File: src/sacl_pkg.sv
package sacl_pkg;

    localparam int NUM_SETS   = 8;
    localparam int NUM_WAYS   = 32;
    localparam int LINE_BYTES = 32;

    localparam int ADDR_W   = 32;
    localparam int TICK_W   = 32;
    localparam int OFFSET_W = $clog2(LINE_BYTES);
    localparam int SET_W    = (NUM_SETS > 1) ? $clog2(NUM_SETS) : 1;
    localparam int WAY_W    = (NUM_WAYS > 1) ? $clog2(NUM_WAYS) : 1;
    localparam int TAG_W    = ADDR_W - OFFSET_W;

    // result field widths on the output stream
    localparam int WAY_FW = 5;
    localparam int SET_FW = 3;
    localparam int OFF_FW = 5;
    localparam int RES_W  = 1 + WAY_FW + SET_FW + OFF_FW + 1 + 2 * ADDR_W;
    localparam int OUT_W  = ((RES_W + 7) / 8) * 8;

    // minimum search: pairwise halving over the ways
    localparam int LEVELS    = $clog2(NUM_WAYS);
    localparam int LVL_CNT_W = $clog2(LEVELS + 1) > 0 ? $clog2(LEVELS + 1) : 1;

    localparam int TAG_ROW_W   = NUM_WAYS * TAG_W;
    localparam int STAMP_ROW_W = NUM_WAYS * TICK_W;

    typedef logic [NUM_WAYS-1:0][TAG_W-1:0]  tag_row_t;
    typedef logic [NUM_WAYS-1:0][TICK_W-1:0] stamp_row_t;

    typedef struct packed {
        logic             hit;
        logic [WAY_W-1:0] hit_way;
        logic             has_free;
        logic [WAY_W-1:0] free_way;
    } lookup_t;

    typedef enum logic [1:0] {
        ST_IDLE,
        ST_LOOKUP,
        ST_SEARCH
    } state_t;

    localparam logic ACT_ACCESS     = 1'b0;
    localparam logic ACT_INVALIDATE = 1'b1;

endpackage

File: src/sacl_min_search.sv
module sacl_min_search (
    input  logic                        clk,
    input  logic                        rst_n,
    input  logic                        start,
    input  sacl_pkg::stamp_row_t        stamps,
    output logic                        done,
    output logic [sacl_pkg::WAY_W-1:0]  min_way
);
    import sacl_pkg::*;

    logic [TICK_W-1:0]    cand_stamp_reg [NUM_WAYS];
    logic [WAY_W-1:0]     cand_way_reg   [NUM_WAYS];
    logic [LVL_CNT_W-1:0] cnt_reg;
    logic                 busy_reg;

    assign done    = busy_reg && (cnt_reg == LVL_CNT_W'(LEVELS));
    assign min_way = cand_way_reg[0];

    // each step halves the candidate list; the lower way wins on ties
    always_ff @(posedge clk)
    begin
        if (start)
        begin
            for (int i = 0; i < NUM_WAYS; i++)
            begin
                cand_stamp_reg[i] <= stamps[i];
                cand_way_reg[i]   <= WAY_W'(i);
            end
        end
        else if (busy_reg && !done)
        begin
            for (int i = 0; i < NUM_WAYS / 2; i++)
            begin
                if (cand_stamp_reg[2*i+1] < cand_stamp_reg[2*i])
                begin
                    cand_stamp_reg[i] <= cand_stamp_reg[2*i+1];
                    cand_way_reg[i]   <= cand_way_reg[2*i+1];
                end
                else
                begin
                    cand_stamp_reg[i] <= cand_stamp_reg[2*i];
                    cand_way_reg[i]   <= cand_way_reg[2*i];
                end
            end
        end
    end

    always_ff @(posedge clk or negedge rst_n)
    begin
        if (!rst_n)
        begin
            busy_reg <= 1'b0;
            cnt_reg  <= '0;
        end
        else if (start)
        begin
            busy_reg <= 1'b1;
            cnt_reg  <= '0;
        end
        else if (busy_reg && !done)
        begin
            cnt_reg <= cnt_reg + 1'b1;
        end
    end

endmodule

File: config.mk
export PLATFORM = sky130hd
export DESIGN_NAME = sacl_min_search
export DESIGN_NICKNAME = d
export VERILOG_FILES = /design/src/sacl_pkg.sv /design/src/sacl_min_search.sv
export SDC_FILE = /design/constraint.sdc
export NUM_CORES = 2
export LEC_CHECK = 0
export BUFFER_PORTS_ARGS = -buffer_cell sky130_fd_sc_hd__buf_4
export CORE_AREA = 3 3 404 406
export DETAILED_ROUTE_END_ITERATION = 16
export DIE_AREA = 0 0 407 409
export PLACE_DENSITY = 0.64
export SKIP_LAST_GASP = 1
export SYNTH_ARGS = -nofsm -noshare
export SYNTH_HDL_FRONTEND = slang
export SYNTH_SLANG_ARGS = --single-unit
File: constraint.sdc
create_clock -name clk -period 30.1 [get_ports clk]
set_input_delay 6.02 -clock clk [delete_from_list [all_inputs] [get_ports clk]]
set_output_delay 6.02 -clock clk [all_outputs]
set_load 0.005 [all_outputs]
**Word-level counts from Yosys, hierarchy flattened**

Memory sizes are Yosys's and may differ from the RTL's.
Index checks and enable logic that the tools add are counted.

- Memories: 2
- Output and inout port bits: 6
- Bits in writable memories: 1184
- Word-level logic and storage cells: 286
- Input port bits: 1027
- Register bits: 4

- Reductions and logical operators: 4
- Mux-type cells: 196
- Bitwise operators: 64
- Magnitude comparators: 16
- Equality and inequality tests: 1
- $add $sub $neg: 1

Memories:

| name | words | width | read ports | clocked after memory_dff | write ports | line | RTL |
|---|---|---|---|---|---|---|---|
| cand_stamp_reg | 32 | 32 | 32 | 0 | 32 | sacl_min_search.sv:11 | `logic [TICK_W-1:0] cand_stamp_reg [NUM_WAYS];` |
| cand_way_reg | 32 | 5 | 32 | 0 | 32 | sacl_min_search.sv:12 | `logic [WAY_W-1:0] cand_way_reg [NUM_WAYS];` |

Operators by type and width:

| cell | count |
|---|---|
| two-way mux 32 bit | 32 |
| < comparator 32 bit | 16 |
| two-way mux 5 bit | 32 |
| two-way mux 1 bit | 130 |
| bitwise OR 1 bit | 64 |
| two-way mux 3 bit | 2 |
| adder 3 x 1 -> 3 bit (second input constant) | 1 |
| equality test 3 bit (second input constant) | 1 |
| logical AND 1 bit | 2 |
| nonzero test 2 bit | 1 |
| logical NOT 1 bit | 1 |

**Logic depth before layout (Yosys ltp)**

- Word-level depth: 9
- Depth in mapped cells: 11
- Mapped depth without buffers: 9

**Least setup slack after synthesis**

Ideal clock, no wire load.

- Path type: input port to flip-flop
- Start: in start
- End: mem cand_stamp_reg[3][4] (netlist: cand_stamp_reg[0][100]) (enable)
- Cell stages on the path: 4
- Setup slack: 9943 ps
- Arrival: 19179 ps
- Buffers on the path: 3
- Setup time: 978 ps
- Path through: clkbuf_1 -> clkbuf_1 -> clkbuf_1 -> nand2b_1

RTL lines:

| item | line | RTL |
|---|---|---|
| start, declared | sacl_min_search.sv:4 | `input logic start,` |
| end, declared | sacl_min_search.sv:11 |  |

==> summary.md <==
| Metric | Value |
|---|---|
| CTS resizes | 0 |
| Initial Utilization | 34.9% |
| CP required | 30.69 ns |
| Hold worst-path end | cand_way_reg[0][13] |
| Final Slew Violations | 0 |
| GRT Total Usage | 24.2% |
| # H-tree levels | 4 |
| Max reg flops | 1024 |
| Hold_ws | 0.511 ns |
| Filler Cells Inserted | 14800 |
| Post-Synthesis Cells | 4696 |
| Ys async rst share | 0.373% |
| Peak VDD IR | 54.8 uV |
| Synth area leader | edfxtp_1 |
| Reg2Reg Capture Point | cand_stamp_reg[0][255] |
| Clk slew on worst S/H paths | 0.06 ns |
| Dpl cell area | 65900 sq um |
| First-pass GRT wire length | 288 mm |
| Grt ovf | 0 |
| Logic pwr share | 21.8% |
| Num Clock Sinks | 1071 |
| Synthesis-stage register bit count | 1071 |
| Hpwl dp | 165 mm |
| DRT Wirelength | 209 mm |
| Status | complete, no violations |
| Die W | 407 um |
| PwrDens | 66.9 nW/um^2 |
| Relative slew slack | 15.8% |
| Leak | 0.0312 uW |
| Largest cells by area after synthesis | edfxtp_1, ha_1, mux2i_1, nand2_1, o21ai_0 |
| Max Root-Sink Buffers | 3 |
| Fin Setup TNS | 0 ns |
| Post-route ant nets | 0 |
| Sequential-to-total area share from yosys stat | 57.5% |
| Final Non-Filler Cells | 8028 |
| Hold Path Cell Cnt | 1 |
| P_sw | 1440 uW |
| I/O pin cnt | 1033 |
| Hold Startpoint | cand_way_reg[0][28] |
| Die height | 409 um |
| Arrival time worst endpoint | 10.25 ns |
| Yosys warns | 0 |
| Mapped Area | 55900 sq um |
| Final min period | 9.67 ns |
| Vias per cell | 5.25 |
| Vias | 42200 |
| Worst setup path category | input port to flop |
| Critical path launch point type | input port |
| DR DRC count | 0 |
| Synth unique cells | 72 |
| Num CTS Buffers | 133 |
| Net Sw Frac | 30.5% |
| EDFF count, synth | 1067 |
| Top cell type's share of synthesized area | 57.3% |
| FF-to-FF setup slack | 25.22 ns |
| # port buffers | 1032 |
| Syn avg cell area | 11.9 sq um |
| Share of cells above drive strength 1 | 22.6% |
| Clock Skew | 0.0360 ns |
| Cells after DPL | 7707 |
| Area grow syn2layout | 26.2% |
| Hold buffers post-CTS | 0 |
| Worst-case reg-to-reg path depth | 8 |
| Internal power | 3280 uW |
| Mapped Nets | 6221 |
| Pwr Total | 4720 uW |
| Worst-skew pair later-pin latency | 0.78 ns |
| Max Cap Violations | 0 |
| Clock power frac | 34.2% |
| Std-Cell Rows | 147 |
| Crit-path max FO | 203 |
| Count of final setup violators | 0 |
| Most frequent cell after synthesis | edfxtp_1 |
| Top_reg_cell synth | edfxtp_1 |
| Reg area | 32100 sq um |
| CTS tree | yes |
| Initial drt markers | 4308 |
| Worst r2r src | cnt_reg[0] |
| Gpl congestion | 0.952 |
| Nets@finish | 7207 |
| HP Class | flop to flop |
| Footprint of the multi-input gates | 21100 sq um |
| DIE AREA | 166000 sq um |
| Core area | 160000 sq um |
| Number of global-route vias before repair | 41500 |
| WL/cell | 26.1 um |
| Sequential power share | 43.9% |
| Setup bufs post-CTS | 0 |
| Setup crit end kind | flop |
| Final period utilization | 32.1% |
| Actual slew at the worst max-slew pin | 1.26 ns |
| RSZ-0062 raised after global routing | no |
| Fmax achieved | 0.103 GHz |
| Final Instance Area | 70500 sq um |
| Most frequent cells after synthesis | edfxtp_1, nand2_1, inv_1, ha_1, o21ai_0 |
| First-pass DRT Iterations | 6 |
| Root Driver | clkbuf_16 |
| Maximum number of pins on one net before global-route repair | 204 |
| Hold Violations, Final | 0 |
| Initial antenna violation count | 111 |
cell families (layout without fill, tap and decap cells):
| kind of cell | after synthesis | in the layout | synth area share, % |
|---|---|---|---|
| mux | 365 | 365 | 6.54 |
| compound gates | 983 | 983 | 11.1 |
| other cells | 0 | 79 | 0 |
| fa+ha+maj | 498 | 498 | 11.2 |
| xor+xnor | 1 | 1 | 0.0157 |
| buf+inv | 736 | 1829 | 5.12 |
| simple gates | 1042 | 1042 | 8.55 |
| flops | 1071 | 1071 | 57.5 |
power by group through the flow:
stage	combinational, uW	sequential (uW)	clock, uW
finish	1030	2070	1610
global route	1150	2090	1710
CTS	1030	2070	1650
detailed placement	1030	2100	0
global placement	1000	2100	0
floorplan	648	1990	0
worst max-delay path, cell delays in order:
cell and delay, ns:
buf_8 0.32, buf_4 0.72, buf_12 0.72, buf_4 0.90
buf_12 0.57, nand2_1 0.13, o21ai_0 0.14
metal layers:
metal,routed length [um],global-route usage (%)
met5,279,0
met3,16000,6.32
met4,8020,10.4
met1,88000,31.5
met2,96900,38.1
cell usage in the layout (no fill, tap or decap), drive strengths merged, types with 17 or more instances in the layout:
cell type,synthesis,final
a21o,44,44
nand2b,24,24
a2111oi,41,41
edfxtp,1067,1067
a221o,34,34
nor2,82,82
and4,19,19
nand4,68,68
nand2,599,599
and2,17,17
a32o,32,32
nor3,18,18
mux2i,365,365
nand3,128,128
clkinv,0,59
nor3b,33,33
clkbuf,169,154
a21oi,179,179
diode,0,79
o311ai,63,63
ha,498,498
a311o,32,32
buf,57,1077
inv,510,516
o21ai,470,470
worst max-delay path by stage:
| stage | startpoint | to | slack (ns) |
|---|---|---|---|
| finish | start | cand_stamp_reg[0][481] | 20.43 |
| global route | start | cand_stamp_reg[0][196] | 20.24 |
| CTS | start | cand_stamp_reg[0][213] | 20.61 |
| detailed placement | start | cand_stamp_reg[0][213] | 19.74 |
| global placement | start | cand_stamp_reg[0][196] | 19.86 |
| floorplan | start | cand_stamp_reg[0][100] | 9.94 |
metrics by stage:
stage,util [%],setup slack (ns)
after global placement,41.2,19.86
final,44.0,20.43
after CTS,43.9,20.61
after floorplan,-,9.94
after detailed placement,41.2,19.74
after global routing,44.0,20.24
area by class of cell:
cell class                      count  share of cell area [%]
Antenna cell                       79                   0.280
Clock buffer                      154                    4.86
Clock inverter                     88                    1.34
Inverter                          510                    2.73
Multi-Input combinational cell   2889                    29.9
Sequential cell                  1071                    45.6
Tap cell                         2160                    3.83
Timing Repair Buffer             1077                    11.5
(Power assumes the default switching activity.)
