### src/sacl_pkg.sv
package sacl_pkg;

    localparam int NUM_SETS   = 8;
    localparam int NUM_WAYS   = 32;
    localparam int LINE_BYTES = 32;

    localparam int ADDR_W   = 32;
    localparam int TICK_W   = 32;
    localparam int OFFSET_W = $clog2(LINE_BYTES);
    localparam int SET_W    = (NUM_SETS > 1) ? $clog2(NUM_SETS) : 1;
    localparam int WAY_W    = (NUM_WAYS > 1) ? $clog2(NUM_WAYS) : 1;
    localparam int TAG_W    = ADDR_W - OFFSET_W;

    // result field widths on the output stream
    localparam int WAY_FW = 5;
    localparam int SET_FW = 3;
    localparam int OFF_FW = 5;
    localparam int RES_W  = 1 + WAY_FW + SET_FW + OFF_FW + 1 + 2 * ADDR_W;
    localparam int OUT_W  = ((RES_W + 7) / 8) * 8;

    // minimum search: pairwise halving over the ways
    localparam int LEVELS    = $clog2(NUM_WAYS);
    localparam int LVL_CNT_W = $clog2(LEVELS + 1) > 0 ? $clog2(LEVELS + 1) : 1;

    localparam int TAG_ROW_W   = NUM_WAYS * TAG_W;
    localparam int STAMP_ROW_W = NUM_WAYS * TICK_W;

    typedef logic [NUM_WAYS-1:0][TAG_W-1:0]  tag_row_t;
    typedef logic [NUM_WAYS-1:0][TICK_W-1:0] stamp_row_t;

    typedef struct packed {
        logic             hit;
        logic [WAY_W-1:0] hit_way;
        logic             has_free;
        logic [WAY_W-1:0] free_way;
    } lookup_t;

    typedef enum logic [1:0] {
        ST_IDLE,
        ST_LOOKUP,
        ST_SEARCH
    } state_t;

    localparam logic ACT_ACCESS     = 1'b0;
    localparam logic ACT_INVALIDATE = 1'b1;

endpackage

### src/sacl_lookup.sv
module sacl_lookup (
    input  sacl_pkg::tag_row_t                tag_row,
    input  logic [sacl_pkg::NUM_WAYS-1:0]     valid_row,
    input  logic [sacl_pkg::TAG_W-1:0]        tag,
    output sacl_pkg::lookup_t                 result
);
    import sacl_pkg::*;

    // lowest matching way and lowest free way win
    always_comb
    begin
        result = '0;
        for (int w = NUM_WAYS - 1; w >= 0; w--)
        begin
            if (valid_row[w] && tag_row[w] == tag)
            begin
                result.hit     = 1'b1;
                result.hit_way = WAY_W'(w);
            end
            if (!valid_row[w])
            begin
                result.has_free = 1'b1;
                result.free_way = WAY_W'(w);
            end
        end
    end

endmodule

### config.mk
export PLATFORM = sky130hd
export DESIGN_NAME = sacl_lookup
export DESIGN_NICKNAME = d
export VERILOG_FILES = /design/src/sacl_pkg.sv /design/src/sacl_lookup.sv
export SDC_FILE = /design/constraint.sdc
export NUM_CORES = 1
export LEC_CHECK = 0
export ABC_AREA = 1
export BUFFER_PORTS_ARGS = -buffer_cell sky130_fd_sc_hd__buf_2
export CAP_MARGIN = 20
export CORE_AREA = 2 2 362 364
export DETAILED_ROUTE_END_ITERATION = 10
export DIE_AREA = 0 0 364 366
export SYNTH_ARGS = -nofsm -noshare
export SYNTH_HDL_FRONTEND = slang
export SYNTH_SLANG_ARGS = --single-unit
### constraint.sdc
create_clock -name vclk -period 3.6
set_input_delay 0.36 -clock vclk [all_inputs]
set_output_delay 0.36 -clock vclk [all_outputs]
set_load 0.01 [all_outputs]
======== Word level (Yosys, flattened, before mapping) ========
Cells that the tools add are included.
operators by class
  equality and inequality tests ........... 32
  multiplexer cells ....................... 64
  reductions and logical operators ........ 32
operators by type and width
  operator             count
  $eq A27 B27 Y1       32
  $mux W6              64
  $logic_and A1 B1 Y1  32
word-level totals
  register bits after elaboration ......... 0
  input port bits ......................... 923
  output and inout bits ................... 12
  word-level logic and storage cells ...... 128

======== Longest topological paths before layout ========
Gate-level depths: netlist (run 1).
  depth in word-level cells ............... 34
  gate-level depth with buffers ........... 40
  mapped depth without buffers ............ 39

======== Worst setup path before layout (run 1) ========
Ideal clock, no wire load.
  path kind ............................... input to output
  from .................................... input port tag[9] (netlist name)
  to ...................................... output port result[8] (netlist name)
  arrival time ............................ 2.655 ns
  setup slack ............................. 0.585 ns
  cell stages on the path ................. 15
  buffers on the path ..................... 6
  path through ............................ buf_4 inv_2 buf_6 buf_6 buf_6 buf_6 buf_2 nand2_1 o21ai_1 nor4_1 nand3_1 nor4_1 inv_1 and2_1 a311oi_1
RTL lines
  element          RTL line          RTL
  start, declared  sacl_lookup.sv:4  input logic [sacl_pkg::TAG_W-1:0] tag,
  end, declared    sacl_lookup.sv:5  output sacl_pkg::lookup_t result

==> results of run 1 <==
==> routing by layer <==
| metal | up-vias | part of all wire | track usage | wire length (µm) |
|---|---|---|---|---|
| met4 | 44 | 0.054 | 0.0946 | 8920 |
| met2 | 1476 | 0.49 | 0.416 | 79900 |
| met3 | 373 | 0.081 | 0.0545 | 13400 |
| met5 | - | 0.0018 | 0 | 288 |
| met1 | 10785 | 0.38 | 0.265 | 61800 |
| li1 | 9867 | - | - | - |
==> final cells by class <==
type / instances / area, µm² / area share
repair buffers: 1360 / 9050 / 0.398
multi-input cells: 1799 / 10900 / 0.478
diodes: 39 / 97.6 / 0.00430
inverters: 116 / 537 / 0.0236
well taps: 1742 / 2180 / 0.0960
==> per-stage QoR <==
step	total power, W	util
final	0.00301	0.176
after global routing	0.00317	0.176
after CTS	0.00291	0.170
after detailed placement	0.00282	0.164
after global placement	0.00282	0.164
after floorplan	0.000992	-
==> Yosys cell counts (all sizes together) <==
cell type    n
or3          2
o31ai        2
a41oi        1
nor3        13
buf        149
nor2b        2
o21ai      252
a2111o       1
nor4       121
nor4b        1
a221o        1
clkbuf       4
a22o        92
nor2       110
or4         19
a21boi       3
a21oi       18
o211ai      13
o2111ai     17
a211oi      14
a2111oi      6
xor2       142
a31oi        3
o21bai       2
inv        116
and3        12
nand4       63
nand3b       1
a221oi      20
a311oi       1
nand2      584
o22ai      136
and2        11
or2         21
o221ai       2
xnor2       85
nand3       28
==> how the worst max path moves through the flow <==
stage                        from   endpoint  slack [ns]  cells after the start
after floorplan            tag[9]  result[8]        0.59                     15
after global placement     tag[0]  result[6]       -1.30                     36
after detailed placement  tag[19]  result[6]       -1.11                     26
after CTS                 tag[10]  result[6]       -0.50                     37
after global routing       tag[7]  result[6]       -0.60                     40
final                      tag[8]  result[6]       -0.36                     30
==> cell families (layout without fill, tap and decap cells) <==
group                     count (synthesis)  after routing  share of synthesized area
xor gates and xnor gates                227            227                      0.172
AOI/OAI and AO/OA                       584            584                      0.321
and+or+nand+nor                         988            988                      0.383
other                                     0             39                          0
buffers and inverters                   269           1476                      0.124
==> where the power goes <==
group	switching, W	internal, W
logic	0.00177	0.00124
registers	0	0
clock network	0	0.00000000120
total	0.00177	0.00124
==> repair_timing <==
action,in CTS,in global routing
setup endpoints to repair,6,6
cloned,1,1
setup buffers,11,17
pin swaps,35,92
gates resized for setup,179,143
==> flow_metrics.py, run 1 <==
metrics = {
    "status": {
        "status": "finished, violations left",
        "violations": "setup timing",
    },
    "critical_path": {
        "required_ns": 3.24,
        "cp.buffers_inverters": 8,
        "crit_type": "in2out",
        "slowest_stage": "nor4_1",
        "cp.arrival_ns": 3.60,
        "cp_common_cell": "nand2_1",
        "end_kind": "primary output",
        "worstSetupStartpointType": "primary input",
        "cp_max_fo": 4,
        "crit_family": "simple AND/OR/NAND/NOR gates",
        "cpPeakStageDelay_ns": 0.28,
    },
    "final_layout": {
        "fillCellCount": 15000,
        "seq_cell_count": 0,
        "final_common_cell": "buf_2",
        "syn2layout_area_growth_pct": 96.0,
        "final_cells": 5056,
        "final_nets": 4200,
        "fin_area_um2": 22700,
        "clkbuf_count": 0,
        "regArea_um2": 0,
        "drive_gt1_frac": 0.465,
        "final_cell_mix": "buf_2 (907), nand2_1 (557), buf_4 (322)",
    },
    "sta": {
        "min_period_ns": 3.96,
        "setup_tns_ns": -0.484,
        "whs_ns": 1.13,
        "worst_slew_pin_slew_ns": 1.12,
        "relSlewSlack": 0.246,
        "setup_violations": 4,
        "rsz0062_at_grt": "yes",
        "fin_crit_sh": 1.10,
        "finalHoldViolCount": 0,
        "timing.fmax_ghz": 0.252,
        "slew_violations": 0,
        "setup_slack_ns": -0.365,
    },
    "global_routing": {
        "grtUsageTotal": 0.234,
        "grt_pass1_wl_um": 207000,
        "grt_max_degree": 31,
        "antenna_found_initial": 78,
        "grt_pass1_vias": 22147,
        "grt.overflow.total": 0,
    },
    "die": {
        "die_h_um": 366,
        "initial_core_util": 0.0898,
        "coreArea_um2": 129000,
        "row_count": 132,
        "die_w_um": 364,
        "dieArea_um2": 133000,
        "ios": 935,
    },
    "placement": {
        "dp_slack_ns": -1.11,
        "place_area_um2": 21100,
        "gp_congestion": 0.993,
        "dpl.cell_count": 4990,
        "dpl.hpwl_um": 147000,
        "io_buffers": 935,
    },
    "worst_hold_path": {
        "hold_path_depth": 3,
        "min_path_type": "in2out",
        "min_from": "valid_row[0]",
        "hold_end": "result[0]",
    },
    "yosys": {
        "synth_top_cell_by_area": "nand2_1",
        "synth_top_area_share": 0.189,
        "syn_area_um2": 11600,
        "netlist_instances": 2068,
        "yosys-top-cells-area": "nand2_1 (19%), o21ai_0 (11%), xor2_1 (11%), o22ai_1 (7.3%), a22o_1 (7.0%)",
        "yosysSeqAreaShare": 0,
        "yosysWarnings": 0,
        "synth_nets": 2991,
        "post_synth.cell_area_avg_um2": 5.60,
        "synth_cell_type_count": 48,
    },
    "clocking": {
        "hold_buffers": 0,
    },
    "drt": {
        "drc_errors": 0,
        "vias": 22545,
        "dr.pass1.iters": 8,
        "ant_nets": 0,
        "drtIter0Drc": 1981,
        "viasPerCell": 4.46,
        "wl_per_cell_um": 32.5,
        "wirelength_um": 164000,
    },
    "power": {
        "peakVddDrop_uv": 75.3,
        "cellPowerDensity_nw_per_um2": 133,
        "leakage_nw": 10.7,
    },
    "job": {
        "cap_viol_max_count": 0,
    },
}
Power figures use the tool's default switching activity.
==> run 2, diff against run 1 <==
- BUFFER_PORTS_ARGS: -buffer_cell sky130_fd_sc_hd__buf_2 -> default
- CELL_PAD_IN_SITES_DETAIL_PLACEMENT: default -> 1
- CELL_PAD_IN_SITES_GLOBAL_PLACEMENT: default -> 1
- DONT_BUFFER_PORTS: default -> 1
- PLACE_DENSITY_LB_ADDON: default -> 0.1
==> run 2 against run 1 <==
Against the previous run: the run still ends with setup timing left; final cell count decreased by 22%; count of clock-buffer cells in the layout is the same; first-iteration DRC count fell by 49%; die area unchanged; non-clock buffer count down 1077; total power is 42% lower; routed wire length shrank 4.8%; highest routed layer unchanged; cell area decreased by 29%; critical path depth fell by 2; combinational power decreased by 42%; via count fell by 22%; critical path type unchanged; largest cell class unchanged.
==> flow_metrics.py, run 2 (synthesized netlist as in run 1, its figures left out) <==
metrics = {
    "die": {
        "coreArea_um2": 129000,
        "initial_core_util": 0.0898,
        "die_w_um": 364,
        "die_h_um": 366,
        "dieArea_um2": 133000,
        "ios": 935,
        "row_count": 132,
    },
    "critical_path": {
        "end_kind": "primary output",
        "slowest_stage": "nor4_1",
        "cpPeakStageDelay_ns": 0.56,
        "cp.arrival_ns": 3.37,
        "cp_max_fo": 16,
        "required_ns": 3.24,
        "cp_common_cell": "nand2_1",
        "worstSetupStartpointType": "primary input",
        "crit_type": "in2out",
    },
    "power": {
        "p_seq_frac": 0,
        "power.share.switching": 0.584,
        "power.net_switching_w": 0.00102,
        "peakVddDrop_uv": 36.6,
        "p_total_w": 0.00175,
        "pwr-share-comb": 1.000,
        "p_int_w": 0.000729,
        "leakage_nw": 6.05,
        "pwr-share-clk": 0,
        "cellPowerDensity_nw_per_um2": 108,
    },
    "drt": {
        "drtIter0Drc": 1020,
        "ant_nets": 0,
        "drc_errors": 0,
        "dr.pass1.iters": 5,
        "viasPerCell": 4.47,
        "wl_per_cell_um": 39.6,
        "vias": 17676,
        "wirelength_um": 156000,
    },
    "global_routing": {
        "grt_max_degree": 27,
        "antenna_found_initial": 14,
        "grt.overflow.total": 0,
        "grt_pass1_vias": 18648,
        "grtUsageTotal": 0.222,
        "grt_pass1_wl_um": 197000,
    },
    "final_layout": {
        "seq_cell_count": 0,
        "final_nets": 3123,
        "multi_input_area_um2": 10600,
        "clkbuf_count": 0,
        "regArea_um2": 0,
        "syn2layout_area_growth_pct": 39.6,
        "fillCellCount": 15739,
        "final_cell_mix": "nand2_1 (559), o21ai_0 (245), buf_4 (208)",
        "drive_gt1_frac": 0.195,
        "final_common_cell": "nand2_1",
    },
    "placement": {
        "dpl.hpwl_um": 135000,
        "io_buffers": 0,
        "gp_congestion": 0.902,
    },
    "sta": {
        "min_period_ns": 3.73,
        "setup_violations": 2,
        "rsz0062_at_grt": "yes",
        "worst_slew_pin_slew_ns": 0.983,
        "relSlewSlack": 0.340,
        "slew_violations": 0,
        "fin_crit_sh": 1.04,
        "whs_ns": 0.845,
        "timing.fmax_ghz": 0.268,
        "finalHoldViolCount": 0,
        "setup_slack_ns": -0.134,
    },
    "worst_hold_path": {
        "min_path_type": "in2out",
    },
    "status": {
        "violations": "setup timing",
        "status": "finished, violations left",
    },
    "job": {
        "cap_viol_max_count": 0,
    },
    "clocking": {
        "hold_buffers": 0,
    },
}
## run 2: cell count changes in the layout (fill, tap and decap cells not counted), moves of 6 or more
cell and change:
buf_2 -907, diode_2 -28, buf_6 -30, or4_4 +7
or4_1 -7, clkinv_2 +6, buf_12 -20, xnor2_2 -9
nor2_1 +6, buf_4 -114, nand2_4 -6, xnor2_1 +11
## run 2: per-layer routing
| layer | wire length, µm | vias to the layer above | global-route usage |
|---|---|---|---|
| met1 | 59200 | 8981 | 0.247 |
| met3 | 12200 | 157 | 0.0579 |
| met4 | 5430 | 2 | 0.0643 |
| met5 | 13 | - | 0 |
| met2 | 79500 | 888 | 0.410 |
| li1 | - | 7648 | - |
## run 2: layout make-up
cell class	instances	area share
Multi-Input combinational cell	1799	0.658
Inverter	116	0.0312
Antenna cell	11	0.00170
Timing Repair Buffer	283	0.174
Tap cell	1742	0.135
## run 2: repair_timing
item | in CTS | in global routing
pin swaps | 21 | 39
endpoints found under the setup margin | 6 | 7
setup buffers | 13 | 7
gates resized for setup | 117 | 59
gates cloned | 0 | 0
## run 2: stage by stage
stage	utilization	instance area, µm²	setup TNS (ns)	worst slack, ns	instances
final	0.125	16200	-0.152	-0.134	3951
after CTS	0.123	15900	-0.390	-0.201	3934
after global placement	0.118	15300	-6.13	-1.29	3921
after floorplan	-	11600	0	0.585	2068
after detailed placement	0.119	15300	-3.01	-0.657	3924
after global routing	0.125	16200	-0.760	-0.416	3949
## run 2: critical path, delay by kind of cell
kind                   cells  cell delay (ns)
AOI/OAI and AO/OA          2             0.30
buffers and inverters      4             0.62
and+or+nand+nor           22             2.03
## run 2: path summary, 6_finish.rpt
kind,start,endpoint,cells after the start
hold / removal,valid_row[1],result[1],2
setup / recovery,tag[19],result[6],28
## run 2: power groups by stage
| stage | logic (W) | clock network [W] | registers, W |
|---|---|---|---|
| floorplan | 0.000992 | 0 | 0 |
| detailed placement | 0.00169 | 0 | 0 |
| global placement | 0.00169 | 0 | 0 |
| CTS | 0.00176 | 0 | 0 |
| global route | 0.00190 | 0.000000000340 | 0 |
| finish | 0.00175 | 0.000000000382 | 0 |
==> run 3, diff against run 2 <==
- PLACE_DENSITY_LB_ADDON: 0.1 -> 0.05
==> run 3 against run 2 <==
Against the previous run: the run still ends with setup timing left; first-iteration DRC count shrank 8.5%; cell area grew 1.6%; flip-flop and latch count did not move; combinational power about the same; count of clock-buffer cells in the layout is the same; global-route usage up 0.56 points; final cell count increased by 0.56%; routed wire length up 2.7%; sequential share of layout area unchanged; largest cell class unchanged.
==> flow_metrics.py, run 3 (synthesized netlist as in run 1, its figures left out) <==
metrics = {
    "critical_path": {
        "cp_max_fo": 8,
        "worstSetupStartpointType": "primary input",
        "cp.arrival_ns": 3.25,
        "required_ns": 3.24,
        "end_kind": "primary output",
        "crit_type": "in2out",
    },
    "drt": {
        "ant_nets": 0,
        "drtIter0Drc": 933,
        "wl_per_cell_um": 40.4,
        "drc_errors": 0,
        "wirelength_um": 161000,
        "viasPerCell": 4.37,
        "vias": 17362,
        "dr.pass1.iters": 5,
    },
    "die": {
        "dieArea_um2": 133000,
        "coreArea_um2": 129000,
        "ios": 935,
        "initial_core_util": 0.0898,
        "die_w_um": 364,
        "die_h_um": 366,
        "row_count": 132,
    },
    "placement": {
        "dpl.hpwl_um": 137000,
        "dpl.cell_count": 3922,
        "gp_congestion": 0.877,
        "place_area_um2": 15300,
        "io_buffers": 0,
    },
    "global_routing": {
        "antenna_found_initial": 24,
        "grt_pass1_wl_um": 201000,
        "grt.overflow.total": 0,
        "grtUsageTotal": 0.228,
        "grt_pass1_vias": 18489,
        "grt_max_degree": 29,
    },
    "sta": {
        "timing.fmax_ghz": 0.277,
        "fin_crit_sh": 1.00,
        "worst_slew_pin_slew_ns": 0.771,
        "setup_slack_ns": -0.00823,
        "relSlewSlack": 0.481,
        "slew_violations": 0,
        "min_period_ns": 3.61,
        "setup_violations": 1,
        "finalHoldViolCount": 0,
        "rsz0062_at_grt": "yes",
    },
    "power": {
        "p_int_w": 0.000743,
        "power.share.switching": 0.582,
        "peakVddDrop_uv": 36.5,
        "cellPowerDensity_nw_per_um2": 108,
        "p_seq_frac": 0,
        "pwr-share-comb": 1.000,
        "pwr-share-clk": 0,
        "leakage_nw": 6.14,
        "power.net_switching_w": 0.00103,
    },
    "final_layout": {
        "regArea_um2": 0,
        "seq_cell_count": 0,
        "clkbuf_count": 0,
        "syn2layout_area_growth_pct": 41.8,
        "post-route-util": 0.127,
        "drive_gt1_frac": 0.199,
        "final_cells": 3973,
        "final_common_cell": "nand2_1",
        "final_nets": 3141,
        "fillCellCount": 15724,
        "final_cell_mix": "nand2_1 (566), o21ai_0 (246), buf_4 (227)",
        "fin_area_um2": 16400,
    },
    "worst_hold_path": {
        "min_path_type": "in2out",
    },
    "status": {
        "status": "finished, violations left",
        "violations": "setup timing",
    },
    "job": {
        "cap_viol_max_count": 0,
    },
    "clocking": {
        "hold_buffers": 0,
    },
}
[run 3: cell types whose count changed in the layout (fill, tap and decap cells not counted), moves of 5 or more]
cell	change
nand2_1	+7
buf_8	-5
nor2_2	-6
nor4_2	+11
nand2_2	-7
buf_4	+19
nor4_1	-7
clkbuf_16	+5
nor2_1	+7
inv_8	+6
[run 3: worst paths after layout]
kind	end	slack [ns]	from	cells after the start
setup / recovery	result[6]	-0.008	tag[25]	27
hold / removal	result[0]	0.97	valid_row[1]	2
[run 3: final cells by class]
class	count	area, µm²	share of cell area
Timing Repair Buffer	301	2990	0.182
Multi-Input combinational cell	1799	10700	0.648
Inverter	116	576	0.0350
Tap cell	1742	2180	0.133
Antenna cell	15	37.5	0.00228
[run 3: per-stage QoR]
step | setup TNS (ns) | worst slack, ns | power (W) | hold slack (ns)
finish | -0.00823 | -0.00823 | 0.00178 | 0.967
global route | -0.688 | -0.361 | 0.00193 | 0.966
CTS | -0.436 | -0.189 | 0.00175 | 0.958
detailed placement | -2.35 | -0.463 | 0.00169 | 0.956
global placement | -2.59 | -0.517 | 0.00169 | 0.957
floorplan | 0 | 0.585 | 0.000992 | 0.811
[run 3: repair_timing]
action,4_1_cts,5_1_grt
endpoints found under the setup margin,7,7
cloned,0,5
pin swaps,18,38
resized for setup,79,103
setup buffers,25,7
[run 3: power groups by stage]
stage	clock, W	sequential (W)	combinational, W
after floorplan	0	0	0.000992
after global placement	0	0	0.00169
after detailed placement	0	0	0.00169
after CTS	0	0	0.00175
after global routing	0.000000000206	0	0.00193
final	0.000000000503	0	0.00178
[run 3: critical path, cell delays in order]
cell and delay (ns):
clkinv_4 0.05, buf_12 0.14, buf_12 0.15, a22o_1 0.18, or4_4 0.43, nor4_4 0.25
nand4_1 0.23, buf_4 0.22, nand2_2 0.07, nand2_4 0.06, nand2_4 0.07, nand2_2 0.06
nand2_1 0.05, nand2_1 0.05, nand2_1 0.05, nand2_1 0.05, nand2_1 0.05, nand2_1 0.05
nand2_1 0.05, nand2_1 0.05, nand2_1 0.05, nand2_1 0.05, nand2_1 0.06, nand2_1 0.05
nand2_1 0.07, nand2_2 0.06, a21oi_4 0.21
[run 3: per-layer routing]
metal / share of wire / wire (µm) / GRT usage / vias up
li1: - / - / - / 7702
met1: 0.38 / 60500 / 0.257 / 8682
met2: 0.50 / 80800 / 0.418 / 865
met3: 0.10 / 16300 / 0.0805 / 101
met4: 0.018 / 2880 / 0.0278 / 12
met5: 0.00055 / 88 / 0 / -
