$ cat src/sacl_ram.sv
module sacl_ram #(
    parameter int WIDTH = 32,
    parameter int DEPTH = 8
) (
    input  logic                                       clk,
    input  logic                                       we,
    input  logic [((DEPTH > 1) ? $clog2(DEPTH) : 1)-1:0] waddr,
    input  logic [WIDTH-1:0]                           wdata,
    input  logic                                       re,
    input  logic [((DEPTH > 1) ? $clog2(DEPTH) : 1)-1:0] raddr,
    output logic [WIDTH-1:0]                           rdata
);

    logic [WIDTH-1:0] mem [DEPTH];
    logic [WIDTH-1:0] rdata_reg;

    always_ff @(posedge clk)
    begin
        if (we)
        begin
            mem[waddr] <= wdata;
        end
        if (re)
        begin
            rdata_reg <= mem[raddr];
        end
    end

    assign rdata = rdata_reg;

endmodule

$ cat config.mk
export PLATFORM = sky130hd
export DESIGN_NAME = sacl_ram
export DESIGN_NICKNAME = d
export VERILOG_FILES = /design/src/sacl_ram.sv
export SDC_FILE = /design/constraint.sdc
export NUM_CORES = 1
export LEC_CHECK = 0
export ABC_AREA = 1
export BUFFER_PORTS_ARGS = -buffer_cell sky130_fd_sc_hd__clkbuf_2
export CORE_MARGIN = 10
export CORE_UTILIZATION = 65
export CTS_CLUSTER_DIAMETER = 150
export DETAILED_ROUTE_END_ITERATION = 8
export PLACE_DENSITY = 0.84
export SYNTH_ARGS = -nofsm -noshare
export SYNTH_HDL_FRONTEND = slang
export SYNTH_SLANG_ARGS = --single-unit
$ cat constraint.sdc
create_clock -name clk -period 4.9 [get_ports clk]
set_clock_uncertainty 0.2 [all_clocks]
set_input_delay 0.735 -clock clk [delete_from_list [all_inputs] [get_ports clk]]
set_output_delay 0.735 -clock clk [all_outputs]
set_load 0.005 [all_outputs]
# ---- After elaboration in Yosys (flattened, before gate mapping)
# Memories as Yosys holds them, arrays and structs flattened. A register that Yosys moved wholly into a read port is not among the register bits.
# Index checks and enable logic that the tools add are counted.
dict set report totals {
  ff_bits 0
  mem_bits_rw 256
  input_bits 41
  wordCells 3
  n_memories 1
}
dict set report classes {
  muxes 2
}
# name depth word_bits rd rd_clocked_by_memory_dff write_ports line
set memory_table {}
lappend memory_table {mem 8 32 1 1 1 14} ;# logic [WIDTH-1:0] mem [DEPTH];
# op n
set op_table {}
lappend op_table {{$mux W1} 2}

# ---- Longest topological paths before layout
# Gate-level depths: netlist of the first run.
dict set report depth {
  ltp_word 2
  mapped_depth 8
  depth_no_buf 6
}

# ---- Worst setup path before layout of the first run
# Ideal clock, no wire load.
dict set report synth_timing {
  kind {input -> register}
  from {in waddr[0] (netlist bit)}
  to {mem mem[0][0], enable pin}
  setup_ns 0.421
  t_arrival_ns 2.231
  t_required_ns 4.279
  setup_slack_ns 2.048
  path_stages 3
  cell_sequence {inv_1 nand2_1 nor2_1}
}
# element line
set synth_lines {}
lappend synth_lines {{start: declaration} 7} ;# input logic [((DEPTH > 1) ? $clog2(DEPTH) : 1)-1:0] waddr,
lappend synth_lines {{end: declaration} 14}
# No word-level cell before the write port.

==> results.md, run 1 <==
Yosys:
- The average instance area after synthesis is between 10 and 15 sq um.
- The number of flops mapped to enable cells by yosys is 288.
- The flip-flop cell with the highest count after synthesis is edfxtp_1.
- The net count after synthesis is 1197.
- After synthesis, flip-flops and latches occupy 70.9% of the total area.
- The cell count after synthesis came out at 1156.
- The cell type contributing the most total cell area after synthesis is edfxtp_1.
- By area the synthesized netlist is led by edfxtp_1 (71%), nand2_1 (13%), inv_1 (8.0%).
- For this run, the number of Yosys warnings is 0.
- After synthesis the cells add up to 0.0122 sq mm.
- The proportion of synthesized flip-flops having asynchronous set or reset is 0%.
- The number of register bits inferred by synthesis is 288.
- The share of the synthesized area in the top cell type is a little under three quarters.
- The library cell with the highest instance count after synthesis is nand2_1.
- The number of different library cells used by synthesis comes to 11.
- After synthesis, the most frequently instantiated cells are nand2_1 (422), edfxtp_1 (288), inv_1 (260).

Timing:
- The slew of the pin with the lowest slew margin is 1.28 ns.
- The shortest clock period the worst path allows after layout is 2.48 ns.
- The peak clock frequency supported by timing is 403 MHz.
- Setup violations remaining at the end of the flow were counted as 0.
- The setup TNS is 0 ns.
- The final period utilization is 50.6%.
- The number of hold-slack violations in the final timing report is 0.
- Setup repair after global routing left no endpoint under its margin.
- The final number of max-transition violations is 0.
- The worst pin sits at a relative slew slack of 14.2%.

Die:
- The floorplan step set the die height to 157 um.
- In this run the core area contains 50 standard-cell rows.
- The die is 157 um wide.
- For this design the top-level I/O count stands at 73.
- The region available for standard cell placement spans 0.0186 sq mm.
- The effective utilization at floorplan is 65.6%.
- The area of the die is 0.0246 sq mm.

Clock tree:
- In this run the number of H-tree levels came out at 1.
- The clock root buffer is clkbuf_16.
- The later pin in the worst-skew pair is clocked with a latency of 0.54 ns.
- In this run, CTS created clock tree buffers numbering 29.
- After clock tree synthesis, the flow added hold-fix buffers numbering 0.
- The total setup buffers inserted after CTS is 0.
- The clock edge transition at the registers on the reported setup and hold paths is 0.06 ns.
- Counting every sink on the clock net gives 288.
- The clock passes through at most 3 buffers.
- The CTS tree is built.
- Post-CTS repair changed the size of 0 cells.

Layout:
- The post-route standard cell area excluding fillers is 0.0136 sq mm.
- Fill cells in the final layout number 1149.
- In the final design database the tool counted 1263 nets.
- The flip-flop count of the largest register after layout is roughly 260.
- The multi-input gate area in the final layout is roughly 0.0023 sq mm.
- The area overhead of the layout relative to synthesis is 11.9%.
- The number of inserted diodes is 0.
- The area occupied by registers is about 0.0086 sq mm.
- Cells with a size suffix above 1 make up 10.7% of the layout.

Place:
- The post-placement cell area is about 0.013 sq mm.
- The total half-perimeter wirelength after legalization and detailed placement is 13100 um.
- The final weighted congestion of routability-driven global placement is 0.761.
- The count of buffers added on input and output ports is between 70 and 80.

Detailed routing:
- For this run, the detailed router's first-pass iteration total came to 5.
- The detailed-route via count is around 7800.
- The per-cell routed wire length is about 17 um.
- Using the TritonRoute via totals, the vias-per-cell ratio works out to 5.29.
- Summed over all layers, the routed wires come to 24900 um.
- The first routing iteration left 763 violations.
- In this run the remaining antenna-violating nets after routing total 0.
- The remaining routing DRC violations is 0.

Status:
- The flow ran to the end, and the final reports show no timing, DRC or antenna violations.

Global routing:
- The largest net degree at the start of global routing is 104.
- For this run, the total global-route usage over all layers was measured as roughly a fifth.
- The global-route congestion overflow total is 0.
- The first global-routing pass estimated around 39000 um of wire.
- The number of global-route vias before repair is 7723.
- The initial antenna violation count was 0.

Setup path:
- The critical path startpoint category is an input port.
- At the worst endpoint, the arrival time is ~2.6 ns.
- The maximum net fanout on the critical path is 33.
- The worst setup path is captured at a register.
- STA puts the critical path data required time at 4.99 ns.
- The worst setup path is of the in2reg kind.

Power:
- The worst supply voltage drop on vdd is 0.000398 V.
- The analysis attributes to cell leakage a power of 0.00625 uW.
- For this design the ratio of total power to cell area is 390 mW/mm^2.

Flow run:
- Max-cap violations in this run came to 0.

Worst hold path:
- The class of the tightest hold or removal check is in2reg.
-- worst max-delay path: stages --
cell	delay [ns]
clkbuf_2	0.68
inv_1	0.59
buf_4	0.38
nand2_1	0.11
nand2_1	0.05
-- kinds of logic (layout without fill, tap and decap cells) --
| group | count (synthesis) | in the layout | synth area share (%) |
|---|---|---|---|
| buf+inv | 310 | 398 | 10.6 |
| flops | 288 | 288 | 70.9 |
| simple gates | 558 | 558 | 18.5 |
-- metal layers --
| metal | track usage [%] | up-vias | wire length, um |
|---|---|---|---|
| li1 | - | 3746 | - |
| met1 | 25.4 | 3638 | 9420 |
| met2 | 34.5 | 384 | 12400 |
| met3 | 3.88 | 49 | 2400 |
| met4 | 7.64 | 0 | 585 |
| met5 | 0 | - | 0 |
-- metrics by stage --
step | utilization (%) | hold slack (ns) | setup WS [ns] | power [uW] | cells
after floorplan | - | 0.462 | 2.05 | 3090 | 1156
after global placement | 68.3 | 0.477 | 1.92 | 3200 | 1425
after detailed placement | 68.3 | 0.490 | 1.84 | 3220 | 1425
after CTS | 73.4 | 0.244 | 2.42 | 5350 | 1478
after global routing | 73.4 | 0.258 | 2.30 | 5510 | 1478
final | 73.4 | 0.263 | 2.42 | 5320 | 1478
-- layout by cell type, fill, tap and decap left out --
master      count
inv_6           1
clkinv_2        5
nand3_1       128
clkinvlp_4      1
bufinv_16       4
clkbuf_16      29
inv_2           1
buf_12          1
clkbuf_2       71
nor2_4          8
edfxtp_1      288
nand2_1       422
clkinv_1        9
inv_1         260
clkbuf_1        4
buf_4          11
inv_8           1
-- path summary, 6_finish.rpt --
check	startpoint	end	slack, ns	cells after the start
max	raddr[2]	rdata[5]	2.42	5
min reg2reg	mem[2][23]	rdata[23]	0.51	6
min	wdata[27]	mem[1][27]	0.26	1
max reg2reg	mem[3][4]	rdata[4]	3.56	6
-- power breakdown --
group          internal [uW]  leakage (uW)  switching (uW)
registers               2820       0.00264            25.8
logic                   96.6       0.00315             230
clock network           1290      0.000459             864
-- area by class of cell --
class / instances / share of cell area (%)
Sequential cell: 288 / 63.4
Timing Repair Buffer: 83 / 3.36
Inverter: 262 / 7.22
Multi-Input combinational cell: 558 / 17.0
Tap cell: 234 / 2.15
Clock inverter: 20 / 1.48
Clock buffer: 33 / 5.43
Note: power is estimated with default switching activity, not from simulation.
==> run 2: changes to the inputs <==
- ABC_AREA: 1 -> 0
- CORE_UTILIZATION: 65 -> 54
- PLACE_DENSITY: 0.84 -> 0.75
- clock period: 4.9 -> 2 ns (I/O delays scaled with it)
==> results.md, run 2 <==
Timing:
- The shortest clock period the worst path allows after layout is 1.69 ns.
- Adding up every negative setup slack in the final design gives 0 ns.
- The final number of max-transition violations is 0.
- The worst setup slack after layout is 0.312 ns.
- Setup repair after global routing left no endpoint under its margin.
- The count of endpoints failing setup in the final report is 0.
- The final period utilization is between 80% and 90%.
- The worst relative slew slack is 71.9%.
- The peak clock frequency supported by timing is 592 MHz.
- The tightest hold path in the finished design has a slack of 0.0574 ns.
- For the pin with the worst max-slew slack, the measured transition is roughly 0.42 ns.
- The number of hold-slack violations in the final timing report is 0.

Yosys:
- The complex-gate fraction of the synthesized area is 0%.
- The most used flip-flop cell after synthesis is edfxtp_1.
- Each instance of the synthesized netlist takes up on average 26.0 sq um.
- In this run the cell area of the synthesized design comes to 0.0108 sq mm.
- Among all cell types in the netlist, the one instantiated most often is edfxtp_1.
- The number of nets in the synthesized netlist is 456.
- In this run, synthesis produced a sequential element count of around 290.
- The area fraction in and, or, nand and nor cells after synthesis is 0.545%.
- In this run, distinct cell masters in the synthesized netlist total 12.
- The synthesized netlist devotes 0% of its cell area to XOR and XNOR gates.
- Sequential cells were found to cover 80.2% of the synthesized design area.
- The cell type contributing the most total cell area after synthesis is edfxtp_1.
- The proportion of synthesized flip-flops having asynchronous set or reset is 0%.
- The mux cell area share after synthesis is 18.1%.
- The yosys synthesis warning count is 0.
- Ranked by instance count, the synthesized netlist is headed by edfxtp_1 (288), mux4_1 (40), mux2_2 (32).
- By area the synthesized netlist is led by edfxtp_1 (80%), mux4_1 (9.7%), mux4_2 (5.0%).
- Synthesis produced a netlist whose cell count is 415.
- The share of the synthesized area in the top cell type is 80.2%.
- The post-synthesis share of cell area spent on full adders, half adders and majority gates is 0%.
- The largest family of logic cells by synthesized area is multiplexers.
- The number of flops mapped to enable cells by yosys is roughly 290.

Detailed routing:
- The routed layout has 4749 vias.
- The per-cell routed wire length is 24.6 um.
- After detailed routing, the number of vias per cell comes to between 5 and 6.
- The remaining routing DRC violations is 0.
- Once detail routing completed, the nets flagged for antenna violations numbered 0.
- For this block, the initial DRC count from the detailed router was 374.
- The overall routed net length is 20700 um.
- The length of the first detailed-routing pass in iterations is 4.

Die:
- The effective utilization at floorplan is 55.2%.
- The die boundary width is 161 um.
- The die covers 0.0260 sq mm.
- The floorplan step defined a core boundary enclosing 0.0195 sq mm.
- Measured along the y axis, the die boundary spans 161 um.
- The number of ports placed on the die boundary is 73.
- The number of core rows is 51.

Layout:
- The register with the most flip-flops in the layout has 256 of them.
- The multi-input combinational cells in the finished layout cover a total of 0.00208 sq mm.
- The most common cell after layout, fill and taps aside is edfxtp_1.
- The area overhead of the layout relative to synthesis is 21.3%.
- For this run, the number of standard cells in the final layout without fillers is 842.
- The post-route netlist has 34.7% of its cells at a drive strength greater than 1.
- Summing all flip-flop and latch instances after layout gives around 0.0086 sq mm.
- In the layout the commonest cells are edfxtp_1 (288), clkbuf_2 (70), mux4_1 (40).
- The net total in the final layout is 595.
- The filler cells instantiated in the layout total 1234.

Global routing:
- The number of global-route vias before repair is about 5300.
- Entering global routing, the biggest net connects 48 pins.
- The global-route total usage across every layer is 16.0%.
- The global-route congestion overflow total is 0.
- The first global-routing pass estimated roughly 32000 um of wire.
- The initial antenna violation count was 1.

Place:
- The quantity of I/O buffers inserted on ports is 72.
- Once detailed placement completed, the half-perimeter wirelength came to 11000 um.
- The number of cells in the design after placement is 757.
- OpenSTA, run right after detailed placement, puts the worst setup slack at -0.0170 ns.
- The final weighted congestion of routability-driven global placement is just under 0.7.

Clock tree:
- The clock edge transition at the registers on the reported setup and hold paths is 0.07 ns.
- The clock root buffer is clkbuf_16.
- The maximum level of the CTS H-tree is 1.
- The CTS tree is built.
- The total number of clock tree sinks is 288.
- In this run, post-CTS repair resized a total of 0 instances.
- The worst-skew pair later-pin latency is ~0.53 ns.
- Buffers inserted during clock tree synthesis total 28.
- The buffer depth of the longest clock path is 3.

Setup path:
- The signal on the critical path passes through mux4_2 > mux2_2.
- The critical path startpoint category is a register.
- The most critical setup path has its endpoint at rdata[18].
- The launching instance or port of the critical path is mem[6][18].
- The endpoint of the lowest-slack register-to-register path is rdata[18].
- The setup path with the least slack is of type reg2reg.
- At the worst endpoint, the arrival time is approximately 1.8 ns.
- The cell depth of the worst flop-to-flop path is 2.
- The setup slack of the most critical reg-to-reg path is 0.31 ns.
- STA puts the critical path data required time at 2.07 ns.
- STA classifies the critical path endpoint as a register.
- The maximum single-stage delay on the critical path is 0.51 ns.
- The library cell contributing the largest single delay on the critical path is mux4_2.
- Along the worst path, the maximum fanout reaches 1.
- The startpoint of the worst register-to-register path is mem[6][18].

Power:
- The worst supply voltage drop on vdd is approximately 0.00072 V.
- Power comes to 13200 uW.
- For this design the static power due to leakage is ~0.0044 uW.
- The total power divided by cell area is a little over 1000 mW/mm^2.

Worst hold path:
- The worst hold path belongs to the class in2reg.

Status:
- The run finished with clean final reports.

Flow run:
- Max-cap violations in this run came to 0.
## run 2: stage by stage
stage	instance area [sq um]	util (%)
final	13100	67.0
after global routing	13100	67.0
after detailed placement	11800	60.3
after CTS	13100	67.0
after floorplan	10800	-
after global placement	11800	60.3
## run 2: how the worst min path moves through the flow
stage | cells past startpoint | from | slack (ns) | endpoint
final | 2 | re | 0.06 | rdata[1]
after global routing | 2 | re | 0.05 | rdata[4]
after CTS | 2 | re | 0.04 | rdata[6]
after detailed placement | 1 | wdata[8] | 0.38 | mem[7][8]
after global placement | 1 | wdata[23] | 0.36 | mem[0][23]
after floorplan | 0 | wdata[0] | 0.20 | mem[0][0]
## run 2: timing repair
item,4_1_cts,5_1_grt
endpoints found under the hold margin,256,0
setup buffers,0,0
hold buffers,32,0
## run 2: kinds of logic after synthesis
family / Yosys count
mux: 96
flops: 288
simple gates: 13
buf+inv: 18
## run 2: where the power goes
| part | leakage, uW | switching (uW) | total [uW] | internal [uW] |
|---|---|---|---|---|
| Sequential | 0.00264 | 63.4 | 6960 | 6900 |
| Combinational | 0.00134 | 346 | 712 | 366 |
| Clock | 0.000473 | 2130 | 5540 | 3410 |
## run 2: metal layers
metal  global-route usage, %  part of all wire [%]  vias to the layer above
li1                        -                     -                     2100
met1                    20.1                    39                     2459
met2                    27.7                    52                      158
met3                    3.05                   6.5                       32
met4                    4.47                   2.0                        0
met5                       0                     0                        -
## run 2: cell type report
cell class                 count  area share [%]
sequential                   288            66.1
multi-input combinational    109            15.9
timing repair buffer         127            7.97
clock buffer                  34            5.69
tap                          265            2.53
clock inverter                18            1.82
antenna                        1          0.0191
## run 2: critical path, delay by kind of cell (launching register included)
family	cells	cell delay, ns
multiplexers	2	0.81
flip-flops	1	0.42
==> run 3: changes to the inputs <==
- clock period: 2 -> 1.5 ns (I/O delays scaled with it)
==> results.md, run 3 (synthesis gave the netlist of run 2 again) <==
Timing:
- At the pin with the least slew margin, the transition time is between 0.2 and 0.3 ns.
- The worst relative slew slack is 82.3%.
- Setup repair after global routing could not meet its margin everywhere.
- Setup violations remaining at the end of the flow were counted as 36.
- The number of hold-slack violations in the final timing report came to 0.
- The shortest clock period the worst path allows after layout is roughly 1.6 ns.
- The final period utilization is 107%.
- The final number of max-transition violations is 0.
- In the post-route analysis, the smallest setup slack over all paths is -0.107 ns.
- Based on the critical path, the design can be clocked at up to 622 MHz.

Clock tree:
- The total number of clock tree sinks is between 200 and 300.
- Clock-pin slew was measured on the worst setup and hold paths at 0.06 ns.
- The CTS tree is built.
- The worst-skew pair later-pin latency is 0.54 ns.
- CTS placed an instance of clkbuf_16 at the clock tree root.
- In this run the number of H-tree levels came out at 1.
- Once the clock tree was built, the setup fixing pass inserted 0 buffers.
- The clock buffer count from CTS is 27.
- The buffer depth of the longest clock path is 3.

Worst hold path:
- The launch instance of the worst min-delay path is raddr[1].
- The tightest min-delay check is of the in2reg type.

Setup path:
- Of all nets on the critical path, the largest fanout is 1.
- The signal arrival time at the worst endpoint is 1.69 ns.
- The required time reported for the critical path endpoint is 1.58 ns.
- STA classifies the critical path startpoint as a register.
- The type of the worst setup path is reg2reg.
- The critical path starts at mem[0][3].
- The startpoint of the worst register-to-register path is mem[0][3].
- The element type at the critical path end is a register.

Die:
- For this configuration, the core starts out at a cell density of 55.2%.
- The area of the die is 0.0260 sq mm.
- The die is around 160 um wide.
- In this run the count of I/O pins placed on the die edge is 73.
- The height of the die is 161 um.
- The core region is 0.0195 sq mm.
- The floorplan has 51 rows.

Place:
- The total half-perimeter wirelength after legalization and detailed placement is 11200 um.
- Before CTS, the worst setup slack after placement is -0.445 ns.
- The number of cells in the design after placement is 766.
- Routability-driven placement finished with a final weighted congestion of 0.712.
- Buffers placed on the I/O ports in this run total 72.

Detailed routing:
- For this block, the initial DRC count from the detailed router was 383.
- The length of the first detailed-routing pass in iterations is 4.
- The remaining routing DRC violations is 0.
- The detailed-route via count is 4700.
- The number of nets with antenna violations after detailed routing is 0.
- Dividing the detail-routed wire length by the instance count gives 23.4 um.
- The per-cell via count in the routed design is 5.55.
- After detailed routing, the total wire length is 19800 um.

Status:
- The flow ran to the end, but the final reports show violations.
- The final reports fail on setup timing.

Layout:
- The area overhead of the layout relative to synthesis is 21.4%.
- The multi-input combinational cells in the finished layout cover a total of 0.00206 sq mm.
- The number of fill cells in the layout is 1262.
- After the last flow step, the layout net total stands at 604.
- The fraction of final layout cells sized beyond drive strength 1 is a little over two fifths.
- Across the whole layout, storage elements account for ~0.0086 sq mm.
- The library cell used most frequently in the layout, excluding fill and tap cells, is edfxtp_1.
- The register with the most flip-flops in the layout has 256 of them.
- In the layout the commonest cells are edfxtp_1 (288), clkbuf_2 (70), mux4_2 (64).
- The number of standard cells in the final layout excluding fillers is 847.

Global routing:
- The number of global-route vias before repair is 5268.
- The first global-routing pass estimated 30500 um of wire.
- For this run the aggregate overflow at the end of global routing stands at 0.
- The global-route total usage across every layer is 15.3%.
- The initial antenna violation count is 1.
- The largest net degree at the start of global routing is 39.

Power:
- For this design the static power due to leakage is 0.00443 uW.
- Across the VDD grid, the largest voltage drop is 0.000798 V.
- In this run the power density over the cells is around 1300 mW/mm^2.

Flow run:
- The tool flagged a number of max-cap violations equal to 0.
## run 3: changes by cell type in the layout (fill, tap and decap cells not counted), sizes merged
cell	delta
buf	+9
bufinv	-3
clkbuf	-2
clkinv	+1
clkinvlp	-2
dlygate4sd3	+1
inv	+1
## run 3: power by group
group	total [uW]	leakage, uW	internal, uW	switching (uW)
clock	6500	0.000424	3810	2700
sequential	9280	0.00264	9200	83.1
combinational	1070	0.00137	579	489
## run 3: what timing repair did
item                                    in CTS  in global routing
pin swaps                                    0                  0
endpoints found under the hold margin      276                  0
hold buffers                                33                  0
endpoints found under the setup margin      40                 44
gates resized for setup                     24                  4
## run 3: final timing paths
check | cells past startpoint | slack, ns | to
max | 2 | -0.11 | rdata[3]
min | 3 | 0.08 | rdata[2]
max reg2reg | 2 | -0.11 | rdata[3]
min reg2reg | 2 | 0.56 | rdata[18]
## run 3: routing by layer
| metal | GRT usage [%] | routed length [um] |
|---|---|---|
| met2 | 26.7 | 10300 |
| met4 | 4.43 | 321 |
| met5 | 0 | 0 |
| met1 | 19.4 | 8240 |
| met3 | 2.54 | 959 |
## run 3: cell type report
type	instances	area share [%]
Tap cell	265	2.53
Clock buffer	32	5.30
Multi-Input combinational cell	109	15.7
Clock inverter	15	1.16
Antenna cell	1	0.0191
Sequential cell	288	66.0
Timing Repair Buffer	137	9.23
## run 3: critical path, cell delays in order, from the launching register on
cell	delay, ns
edfxtp_1	0.38
mux4_2	0.49
mux2_4	0.29
## run 3: per-stage QoR
step	area [sq um]	util [%]	hold WS, ns	power [uW]	TNS (ns)
6_report	13100	67.1	0.0794	16900	-2.04
5_1_grt	13100	67.1	0.0765	17400	-3.17
4_1_cts	13100	67.0	0.0673	17000	-2.25
3_5_place_dp	11800	60.6	0.300	10400	-19.17
3_3_place_gp	11800	60.6	0.286	10300	-15.73
2_1_floorplan	10800	-	0.124	9950	-24.88
